<file path="config.mk">
export PLATFORM = sky130hd
export DESIGN_NAME = dsp_ram
export DESIGN_NICKNAME = d
export VERILOG_FILES = /design/src/dsp_ram.sv
export SDC_FILE = /design/constraint.sdc
export NUM_CORES = 1
export LEC_CHECK = 0
export ABC_AREA = 1
export BUFFER_PORTS_ARGS = -buffer_cell sky130_fd_sc_hd__buf_2
export CAP_MARGIN = 10
export CELL_PAD_IN_SITES_DETAIL_PLACEMENT = 0
export CELL_PAD_IN_SITES_GLOBAL_PLACEMENT = 2
export CORE_MARGIN = 2
export CORE_UTILIZATION = 47
export CTS_BUF_LIST = sky130_fd_sc_hd__clkbuf_16
export DETAILED_ROUTE_END_ITERATION = 12
export PLACE_DENSITY = 0.91
export SYNTH_ARGS = -nofsm -noshare
export SYNTH_HDL_FRONTEND = slang
export SYNTH_SLANG_ARGS = --single-unit
</file>
<file path="constraint.sdc">
create_clock -name clock -period 5.8 [get_ports clock]
set_input_delay 0.58 -clock clock [delete_from_list [all_inputs] [get_ports clock]]
set_output_delay 0.58 -clock clock [all_outputs]
set_load 0.03 [all_outputs]
</file>
<file path="src/dsp_ram.sv">
// ============================================================================
// dsp_ram
// Simple dual-port synchronous RAM: one write port, one read port with a
// registered read data output.
// ============================================================================
`default_nettype none

module dsp_ram #(
   parameter int WIDTH = 8,
   parameter int DEPTH = 64,
   localparam int AW   = (DEPTH > 1) ? $clog2(DEPTH) : 1
) (
   input  wire logic             clock,
   input  wire logic             wr_en,
   input  wire logic [AW-1:0]    wr_addr,
   input  wire logic [WIDTH-1:0] wr_data,
   input  wire logic [AW-1:0]    rd_addr,
   output logic      [WIDTH-1:0] rd_data
);

   logic [WIDTH-1:0] mem [DEPTH];
   logic [WIDTH-1:0] rd_data_ff;

   // write port
   always_ff @(posedge clock) begin
      if (wr_en) begin
         mem[wr_addr] <= wr_data;
      end
   end

   // registered read
   always_ff @(posedge clock) begin
      rd_data_ff <= mem[rd_addr];
   end

   assign rd_data = rd_data_ff;

endmodule

`default_nettype wire

</file>
* Yosys cells after proc, flatten, opt, wreduce, memory -nomap -nowiden *
Memories as Yosys holds them, arrays and structs flattened. A register that Yosys moved wholly into a read port is not among the register bits.
Index checks and enable logic that the tools add are counted.

cells by class
  mux-type cells = 2

operators by type and width
  operator  count
  $mux W1   2

storage, ports and cells
  RAM bits = 512
  register bits = 0
  output and inout port bits = 8
  word-level logic and storage cells = 3
  memories kept = 1

memory list
  memory  depth  width  read ports  clocked after Yosys merged registers in  wr ports  RTL line  source
  mem     64     8      1           1                                        1         21        logic [WIDTH-1:0] mem [DEPTH];

* Logic depth before layout (Yosys ltp) *
Gate-level depths: netlist (run 1).

  depth after elaboration = 2
  gate-level depth with buffers = 12

* Worst setup path before layout (run 1) *
Ideal clock, no wire load.

  path kind = input to register
  from = in wr_en
  to = mem mem[48][0] (enable)
  cell stages on the path = 3
  arrival time = 1.951 ns
  path slack = 3.454 ns
  data required time = 5.405 ns
  cells stage by stage = clkbuf_1 > nand4_1 > nor4_1

between the ends
  word-level cells in the longest chain between the ends = 2

ends and longest elaborated chain
  element                        RTL line  source
  from (decl)                    14        input wire logic wr_en,
  $mux W1                        26        if (wr_en) begin
  $mux W1 (implied by the code)  27        mem[wr_addr] <= wr_data;
  to (decl)                      21

Every way passes these cells.

==> impl_results.md, run 1 <==
- Syn Nets: 1827
- Slew @ Worst Pin: 1010 ps
- Starting DRT DRC Count: 1370
- Fin Setup TNS: 0 ps
- Avg Inst Size Synth: 11.8 µm²
- DP HPWL: 28.9 mm
- Final setup violation count: 0
- DP Area: 0.0217 mm²
- Antenna viol nets, final: 0
- Area contributors post-synth: edfxtp_1 (72%), nand2_1 (11%), nand3_1 (10%), buf_6 (1.8%), nor2_1 (0.99%)
- Clk pin slew, worst setup/hold paths: 60 ps
- Met2 usage: 0.359
- WP buf/inv: 3
- DRC violation count after routing: 0
- Combinational power share: 0.061
- Starting Density: 0.473
- Most frequent cells in the layout: nand2_1 (648), edfxtp_1 (512), nand3_1 (439)
- Clk root buf: clkbuf_16
- # IOs: 30
- Reg power frac: 0.532
- Hold_buf cts: 0
- Drt wl/cell: 21.5 µm
- Delay-heaviest family, CP: buffers and inverters
- Cell Int Power: 6090 µW
- Most Crowded Layer GR: met2
- Clock power share: 0.407
- Flops & latches, synth: 520
- Initial antenna violation count: 3
- Total CTS buffers: 53
- # Post-CTS Setup Buffers: 0
- Max-slew violation count: 0
- Hold WC Path Type: in2reg
- Routed wire length: 52.4 mm
- RSZ-0062 raised after global routing: no
- Critical Path Stages: 11
- Synth unique cells: 16
- Post-route cell area: 0.0233 mm²
- Final Critical Period: 2570 ps
- # port buffers: 29
- Placed Instances: 2348
- R2r setup slk: 4400 ps
- CP max FO: 107
- Nets: 1825
- TritonCTS clock tree: yes
- Seq/Total Area, Yosys: 0.728
- Sw Pwr: 1760 µW
- Met3 GRT Util: 0.0463
- Final Skew: 12.6 ps
- Worst hold slack: 340 ps
- Crit start category: primary input
- Core Area: 0.0451 mm²
- DR vias/cell: 5.49
- All-layer global routing usage: 0.227
- Sw Ratio: 0.224
- Via count: 13400
- Max Buffers Root-to-Sink: 3
- Die Height: 217 µm
- Worst setup EP type: flop
- Final GP Congestion: 0.779
- Skew-Pair Late Insertion Delay: 590 ps
- DR pass1 iterations: 6
- Non-Filler Instances: 2442
- Critical path's largest stage delay: 720 ps
- Slowest cell on crit path: inv_6
- CP Class: in2reg
- Mapped Area: 0.0213 mm²
- Worst path required time: 6330 ps
- Max Clk Rate: 389 MHz
- PD cells: 337 mW/mm²
- Layout cells sized above 1: 0.0679
- R2R depth: 8
- Met1 Use GR: 0.317
- Relative slew slack: 0.325
- Max-cap violations: 0
- Total gr overflow: 0
- Reg-to-Reg End: rd_data[0]
- Crit path cell chain: clkbuf_8 -> inv_6 -> buf_4 -> nand2_1 -> nand3_1 -> nand3_1 -> nand2_1 -> nand2_1 -> nand3_1 -> nand3_1 -> nand2_1
- Worst Path Arrival: 3100 ps
- Die area: 0.0471 mm²
- Die W: 217 µm
- Outcome: complete, no violations
- FP Rows: 78
- Vias in the first global route: 12900
- Clock sink count: 520
- Worst Setup EP: rd_data[0]
- R2r startpoint: mem[31][0]
- Critical Path Start: rd_addr[0]
- Most common cell after layout, fill and taps aside: nand2_1
- Synth Warn #: 0
- Mapped Cells: 1805
- Post-CTS resize count: 0
- Top cell type's share of synthesized area: 0.720
- Global-route wire length before repair: 79.9 mm
- Maximum VDD drop: 249 µV
- CTS H-tree lvls: 2
- Crit share post-route: 0.443
- Final hold violations: 0
- Area grow syn2layout: 8.99%
- Cell taking the most area after synthesis: edfxtp_1
- Leakage Power: 0.00836 µW
- Pin count of the biggest net entering global routing: 108
- Final core occ: 0.516
- Fillers: 3893
-- layer usage --
layer,up-vias,share of wire
li1,6343,-
met1,6559,0.43
met2,399,0.47
met3,90,0.073
met4,6,0.029
met5,-,0.00069
-- flip-flops by register name, summed over array words and instances, names as in the netlist --
name     flops
rd_data      8
mem        512
-- cell families after synthesis --
| logic type | count (synthesis) | synth area share |
|---|---|---|
| buffers and inverters | 125 | 0.0402 |
| and+or+nand+nor | 1160 | 0.232 |
| DFF | 520 | 0.728 |
-- power groups by stage --
stage | Sequential [µW] | Combinational [µW] | Clock, µW
after floorplan | 4260 | 292 | 0
after global placement | 4250 | 474 | 0
after detailed placement | 4250 | 478 | 0
after CTS | 4180 | 479 | 3230
after global routing | 4180 | 527 | 3390
final | 4180 | 476 | 3190
-- per-stage QoR --
stage          setup WS [ps]  power [µW]
5_1_grt                 3020        8090
4_1_cts                 3230        7890
3_5_place_dp            2620        4730
6_report                3230        7850
2_1_floorplan           3450        4550
3_3_place_gp            2650        4730
-- cell type report --
class	count	area (µm²)	share of cell area
Inverter	12	55.1	0.00237
Multi-Input combinational cell	1160	4950	0.213
Clock buffer	53	1330	0.0570
Timing Repair Buffer	56	372	0.0160
Clock inverter	40	270	0.0116
Antenna cell	1	2.50	0.000108
Tap cell	600	751	0.0323
Sequential cell	520	15500	0.668
-- how the worst min path moves through the flow --
stage                from         end  slack, ps  depth (start not counted)
2_1_floorplan  wr_data[0]   mem[0][0]        680                          0
3_3_place_gp   mem[36][7]  rd_data[7]        800                          8
3_5_place_dp   mem[48][6]  rd_data[6]        800                          8
4_1_cts        rd_addr[5]  rd_data[6]        320                          3
5_1_grt        rd_addr[5]  rd_data[6]        340                          3
6_report       rd_addr[5]  rd_data[6]        340                          3
-- synthesized netlist by cell type --
library cell and instances:
nand2_1 648, edfxtp_1 512, nand3_1 439, nor2_1 56
buf_2 37, buf_6 35, clkbuf_1 15, buf_4 14
buf_1 10, inv_1 10, nand4_1 9, dfxtp_1 8
nor4_1 8, buf_8 2, inv_2 1, inv_6 1
-- worst register-to-register path: cells and delay by family, from the launching register on --
kind,cells,cell delay (ps)
and+or+nand+nor,8,930
DFF,1,350
Power figures use the tool's default switching activity.
==> inputs of run 2 (changes only) <==
- CORE_UTILIZATION: 47 -> 39
- PLACE_DENSITY: 0.91 -> 0.82
- clock period: 5.8 -> 2.1 ns (I/O delays scaled with it)
==> impl_results.md, run 2 (same netlist as run 1, synthesis figures left out) <==
- Clk pin slew, worst setup/hold paths: 60 ps (about the same)
- FP Rows: 85 (+9.0%)
- Max-cap violations: 0 (unchanged)
- Skew-Pair Late Insertion Delay: 610 ps (+20 ps)
- Crit path cell chain: buf_2
- Outcome: complete, no violations
- Die area: 0.0566 mm² (+20%)
- WP buf/inv: 1 (-2)
- DR vias/cell: 5.24 (-4.4%)
- Area occupied by multi-input gates: 0.00495 mm² (unchanged)
- Final Critical Period: 1490 ps
- Total gr overflow: 0 (unchanged)
- Max-slew violation count: 0 (unchanged)
- Most frequent cells in the layout: nand2_1 (648), edfxtp_1 (512), nand3_1 (439)
- Initial antenna violation count: 2 (-1)
- RSZ-0062 raised after global routing: no
- Hold WC Path Type: in2reg
- Crit start category: flop
- Via count: 13900 (+3.6%)
- CTS H-tree lvls: 2 (unchanged)
- Vias in the first global route: 13700 (+6.5%)
- Core Area: 0.0539 mm² (+20%)
- Drt wl/cell: 21.3 µm (-0.59%)
- DP HPWL: 33.1 mm (+15%)
- PD cells: 904 mW/mm² (+170%)
- Fillers: 4899 (+26%)
- Relative slew slack: 0.436 (+0.111)
- Crit share post-route: 0.712
- CP Class: reg2out
- Pin count of the biggest net entering global routing: 79 (-27%)
- Slowest cell on crit path: dfxtp_1
- Post-route cell area: 0.0244 mm² (+5.0%)
- Fin worst setup slack: 605 ps (-2620 ps)
- DRC violation count after routing: 0 (unchanged)
- Clk root buf: clkbuf_16
- Non-Filler Instances: 2646 (+8.4%)
- Nets: 1927 (+5.6%)
- # IOs: 30 (unchanged)
- Final GP Congestion: 0.793 (+1.9%)
- Die Height: 238 µm (+9.6%)
- Antenna viol nets, final: 0 (unchanged)
- Starting DRT DRC Count: 1263 (-7.8%)
- Total CTS buffers: 54 (+1.9%)
- All-layer global routing usage: 0.202 (-0.0248)
- Worst Path Arrival: 1280 ps (-1820 ps)
- Final Skew: 15.5 ps (+2.99 ps)
- Layout cells sized above 1: 0.123 (+0.0547)
- Maximum VDD drop: 691 µV (+180%)
- Most common cell after layout, fill and taps aside: nand2_1
- Setup WS pre-CTS: 99.9 ps (-2520 ps)
- # port buffers: 29 (unchanged)
- Delay-heaviest family, CP: flip-flops
- Worst path required time: 1890 ps (-4440 ps)
- Max Buffers Root-to-Sink: 3 (unchanged)
- Final setup violation count: 0 (unchanged)
- Leakage Power: 0.00897 µW (+7.3%)
- Max reg flops: 512 (unchanged)
- Critical path's largest stage delay: 430 ps (-290 ps)
- Reg area: 0.0155 mm² (unchanged)
- Area grow syn2layout: 14.4%
- Starting Density: 0.396 (-0.0775)
- Global-route wire length before repair: 85.9 mm (+7.6%)
- CP max FO: 2 (-98%)
- DR pass1 iterations: 5 (-1)
- Final hold violations: 0 (unchanged)
- Fin Setup TNS: 0 ps (unchanged)
- Slew @ Worst Pin: 846 ps (-167 ps)
- TritonCTS clock tree: yes
- Die W: 238 µm (+9.6%)
- Routed wire length: 56.5 mm (+7.7%)
- Reg with most FFs: mem
- Post-CTS resize count: 0 (unchanged)
- DP Area: 0.0227 mm² (+4.9%)
- Placed Instances: 2544 (+8.3%)
- Worst setup EP type: primary output
- Clock sink count: 520 (unchanged)
- Max Clk Rate: 669 MHz
## run 2: what timing repair did
action | in CTS | in global routing
hold buffers | 1 | 0
buffers inserted | 0 | 0
hold endpoints to repair | 3 | 0
## run 2: final timing paths
kind              start    endpoint  slack (ps)  depth (start not counted)
max          rd_data[7]  rd_data[7]         610                          1
min          wr_data[0]   mem[9][0]         100                          1
max reg2reg  mem[10][3]  rd_data[3]         610                          8
min reg2reg  mem[44][4]  rd_data[4]         810                          8
## run 2: final cells by class
class                           count  share of cell area
Sequential cell                   520               0.636
Timing Repair Buffer              157              0.0546
Clock inverter                     45              0.0124
Antenna cell                        1            0.000102
Inverter                           12             0.00225
Multi-Input combinational cell   1160               0.203
Tap cell                          696              0.0357
Clock buffer                       55              0.0564
## run 2: metrics by stage
stage / hold slack (ps) / power, µW / util
3_3_place_gp: 636 / 13200 / 0.422
6_report: 99.6 / 22100 / 0.453
2_1_floorplan: 309 / 12600 / -
3_5_place_dp: 630 / 13200 / 0.422
4_1_cts: 79.6 / 22300 / 0.453
5_1_grt: 120 / 22800 / 0.453
## run 2: where the power goes
part           switching [µW]  total, µW  internal [µW]
registers                30.7      11500          11500
logic                    1070       1470            397
clock network            3980       9090           5110
## run 2: per-layer routing
metal  vias to the layer above  share of wire  GRT usage  routed length (µm)
li1                       6563              -          -                   -
met1                      6768           0.45      0.286               25200
met2                       440           0.46      0.325               26100
met3                       100          0.066     0.0287                3710
met4                         2          0.025     0.0610                1390
met5                         -        0.00023          0                  13
==> inputs of run 3 (changes only) <==
- ABC_AREA: 1 -> 0
- CORE_UTILIZATION: 39 -> 45
- clock period: 2.1 -> 1.22 ns (I/O delays scaled with it)
==> impl_results.md, run 3 <==
- Outcome: finished, violations left
- Failing checks: negative setup slack
- TritonCTS clock tree: yes
- R2R depth: 5 (-3)
- Flops & latches, synth: 520 (unchanged)
- Clk root buf: clkbuf_16
- DR pass1 iterations: 5 (unchanged)
- Reg with most FFs: mem
- Sw Pwr: 7860 µW (+55%)
- FFs w/ async S/R, synth: 0 (unchanged)
- Met1 Use GR: 0.284 (-0.00163)
- Crit path cell chain: mux4_2 -> mux2_4 -> o221a_4 -> nor3_4 -> o32ai_1
- RSZ-0062 raised after global routing: yes
- All-layer global routing usage: 0.200 (-0.00231)
- Hold WC Path Type: in2reg
- Max-cap violations: 0 (unchanged)
- Most frequent cells after synthesis: edfxtp_1 (512), mux4_2 (126), nor2_1 (83)
- Cell Int Power: 30000 µW (+76%)
- Area grow syn2layout: 24.6%
- Delay-heaviest family, CP: multiplexers
- Avg Inst Size Synth: 21.5 µm² (+81%)
- CP Class: reg2reg
- WP buf/inv: 0 (-1)
- PD cells: 1510 mW/mm² (+67%)
- Final GP Congestion: 0.789 (-0.54%)
- Most frequent cells in the layout: edfxtp_1 (512), mux4_2 (126), buf_4 (93)
- Max-slew violation count: 0 (unchanged)
- Synth unique cells: 40 (+24)
- Initial antenna violation count: 0 (-2)
- Total gr overflow: 0 (unchanged)
- Layout cells sized above 1: 0.424 (+0.301)
- Fin Setup TNS: -4470 ps (-4470 ps)
- Worst Path Arrival: 2300 ps (+1020 ps)
- DP Area: 0.0233 mm² (+2.4%)
- Reg power frac: 0.525 (+0.003)
- Die area: 0.0465 mm² (-18%)
- Most common cell after layout, fill and taps aside: edfxtp_1
- Final hold violations: 0 (unchanged)
- Starting DRT DRC Count: 1078 (-15%)
- Top_reg_cell synth: edfxtp_1
- Number of flops mapped to enable cells by yosys: 512 (unchanged)
- Most Crowded Layer GR: met2
- Syn Nets: 962 (-47%)
- Mapped Area: 0.0202 mm² (-5.5%)
- Final Skew: 12.7 ps (-2.86 ps)
- Final setup violation count: 11 (+11)
- Seq/Total Area, Yosys: 0.770 (+0.0423)
- Vias in the first global route: 10300 (-25%)
- Fillers: 3195 (-35%)
- Critical path's largest stage delay: 450 ps (+20 ps)
- Crit start category: flop
- Worst setup EP type: flop
- Max Clk Rate: 541 MHz
- Post-route cell area: 0.0251 mm² (+2.9%)
- Worst path required time: 1670 ps (-220 ps)
- Leakage Power: 0.00806 µW (-10%)
- Clk pin slew, worst setup/hold paths: 70 ps (about the same)
- DR vias/cell: 5.64 (+7.6%)
- Clock power share: 0.409 (-0.003)
- Crit share post-route: 1.51
- Max Buffers Root-to-Sink: 3 (unchanged)
- Synth Warn #: 0 (unchanged)
- Antenna Cells: 0 (-1)
- CTS H-tree lvls: 2 (unchanged)
- Cell taking the most area after synthesis: edfxtp_1
- Core Area: 0.0442 mm² (-18%)
- Relative slew slack: 0.676 (+0.240)
- Total CTS buffers: 50 (-7.4%)
- Top cell type's share of synthesized area: 0.762 (+0.0419)
- Die W: 216 µm (-9.3%)
- Most frequent cell after synthesis: edfxtp_1
- Max reg flops: 512 (unchanged)
- # IOs: 30 (unchanged)
- Slew @ Worst Pin: 486 ps (-361 ps)
- DRC violation count after routing: 0 (unchanged)
- Reg area: 0.0156 mm² (+0.14%)
- Hold Crit Depth: 1 (unchanged)
- Area occupied by multi-input gates: 0.00502 mm² (+1.6%)
- Sw Ratio: 0.208 (-0.0224)
- # port buffers: 29 (unchanged)
- Critical Path Stages: 5 (+4)
- Skew-Pair Late Insertion Delay: 570 ps (-40 ps)
- DP HPWL: 29.1 mm (-12%)
- Die Height: 216 µm (-9.3%)
- Mapped Cells: 940 (-48%)
- Fin worst setup slack: -627 ps (-1230 ps)
- Area contributors post-synth: edfxtp_1 (76%), mux4_2 (14%), nor2_1 (1.5%), mux2i_1 (1.1%), dfxtp_1 (0.79%)
- Clock sink count: 520 (unchanged)
- Met2 usage: 0.319 (-0.00612)
- Antenna viol nets, final: 0 (unchanged)
- Combinational power share: 0.066 (about the same)
- Starting Density: 0.456 (+0.0603)
- Met3 GRT Util: 0.0324 (+0.00373)
- Nets: 1146 (-41%)
- FP Rows: 77 (-9.4%)
- Slowest cell on crit path: mux4_2
- CP max FO: 1 (-1)
- Final Critical Period: 1850 ps
- Pin count of the biggest net entering global routing: 65 (-18%)
- Via count: 9909 (-29%)
- Global-route wire length before repair: 67.8 mm (-21%)
- Maximum VDD drop: 1150 µV (+66%)
- Routed wire length: 45.3 mm (-20%)
- Drt wl/cell: 25.8 µm (+21%)
==> run 3: cell types whose count changed after synthesis, sizes merged, moves of 7 or more <==
cell	before	now
inv	12	0
nor2	56	83
nor2b	0	14
nor3	0	7
mux2i	0	23
nand2	648	19
o221ai	0	8
mux4	0	126
nand4	9	2
o22ai	0	8
mux2	0	13
buf	98	34
nand2b	0	7
nand3	439	13
==> run 3: what timing repair did <==
| action | CTS | global route |
|---|---|---|
| pin swaps | 7 | 0 |
| resized for setup | 46 | 2 |
| hold buffers | 1 | 0 |
| buffers inserted | 0 | 0 |
| endpoints found under the setup margin | 16 | 15 |
| hold endpoints to repair | 5 | 0 |
==> run 3: area by class of cell <==
cell class,count,area share
clock buffers,53,0.0528
clock inverters,40,0.0136
well taps,592,0.0295
repair buffers,183,0.0848
multi-input cells,369,0.200
flip-flops and latches,520,0.619
==> run 3: power groups by stage <==
stage / Clock, µW / Combinational [µW] / Sequential [µW]
after CTS: 15800 / 2510 / 19900
after global routing: 16500 / 2630 / 19900
after detailed placement: 0 / 2400 / 20200
after floorplan: 0 / 1220 / 20300
after global placement: 0 / 2360 / 20200
final: 15500 / 2480 / 19900
==> run 3: layer usage <==
layer	vias up	routed length [µm]
met4	0	1270
met3	65	2920
li1	4300	-
met1	5212	19100
met2	332	22100
met5	-	0
==> run 3: cells by family after synthesis <==
| family | count (synthesis) | share of synthesized area |
|---|---|---|
| compound gates | 54 | 0.0207 |
| buf+inv | 51 | 0.0157 |
| flops | 520 | 0.770 |
| mux | 162 | 0.159 |
| simple gates | 153 | 0.0339 |
==> run 3: worst paths after layout <==
path,slack [ps],end,start
setup / recovery,-630,rd_data[4],mem[16][4]
hold reg to reg,860,rd_data[7],mem[4][7]
hold / removal,50,mem[55][1],wr_data[1]
setup reg to reg,-630,rd_data[4],mem[16][4]
==> run 3: through the flow <==
| step | util | setup WS, ps | power (µW) | instances | hold WS, ps |
|---|---|---|---|---|---|
| final | 0.568 | -627 | 37800 | 1757 | 46.5 |
| after global routing | 0.568 | -657 | 39000 | 1757 | 41.6 |
| after CTS | 0.568 | -629 | 38200 | 1757 | 24.6 |
| after detailed placement | 0.526 | -1020 | 22600 | 1663 | 556 |
| after global placement | 0.526 | -1030 | 22600 | 1663 | 569 |
| after floorplan | - | -450 | 21500 | 940 | 221 |
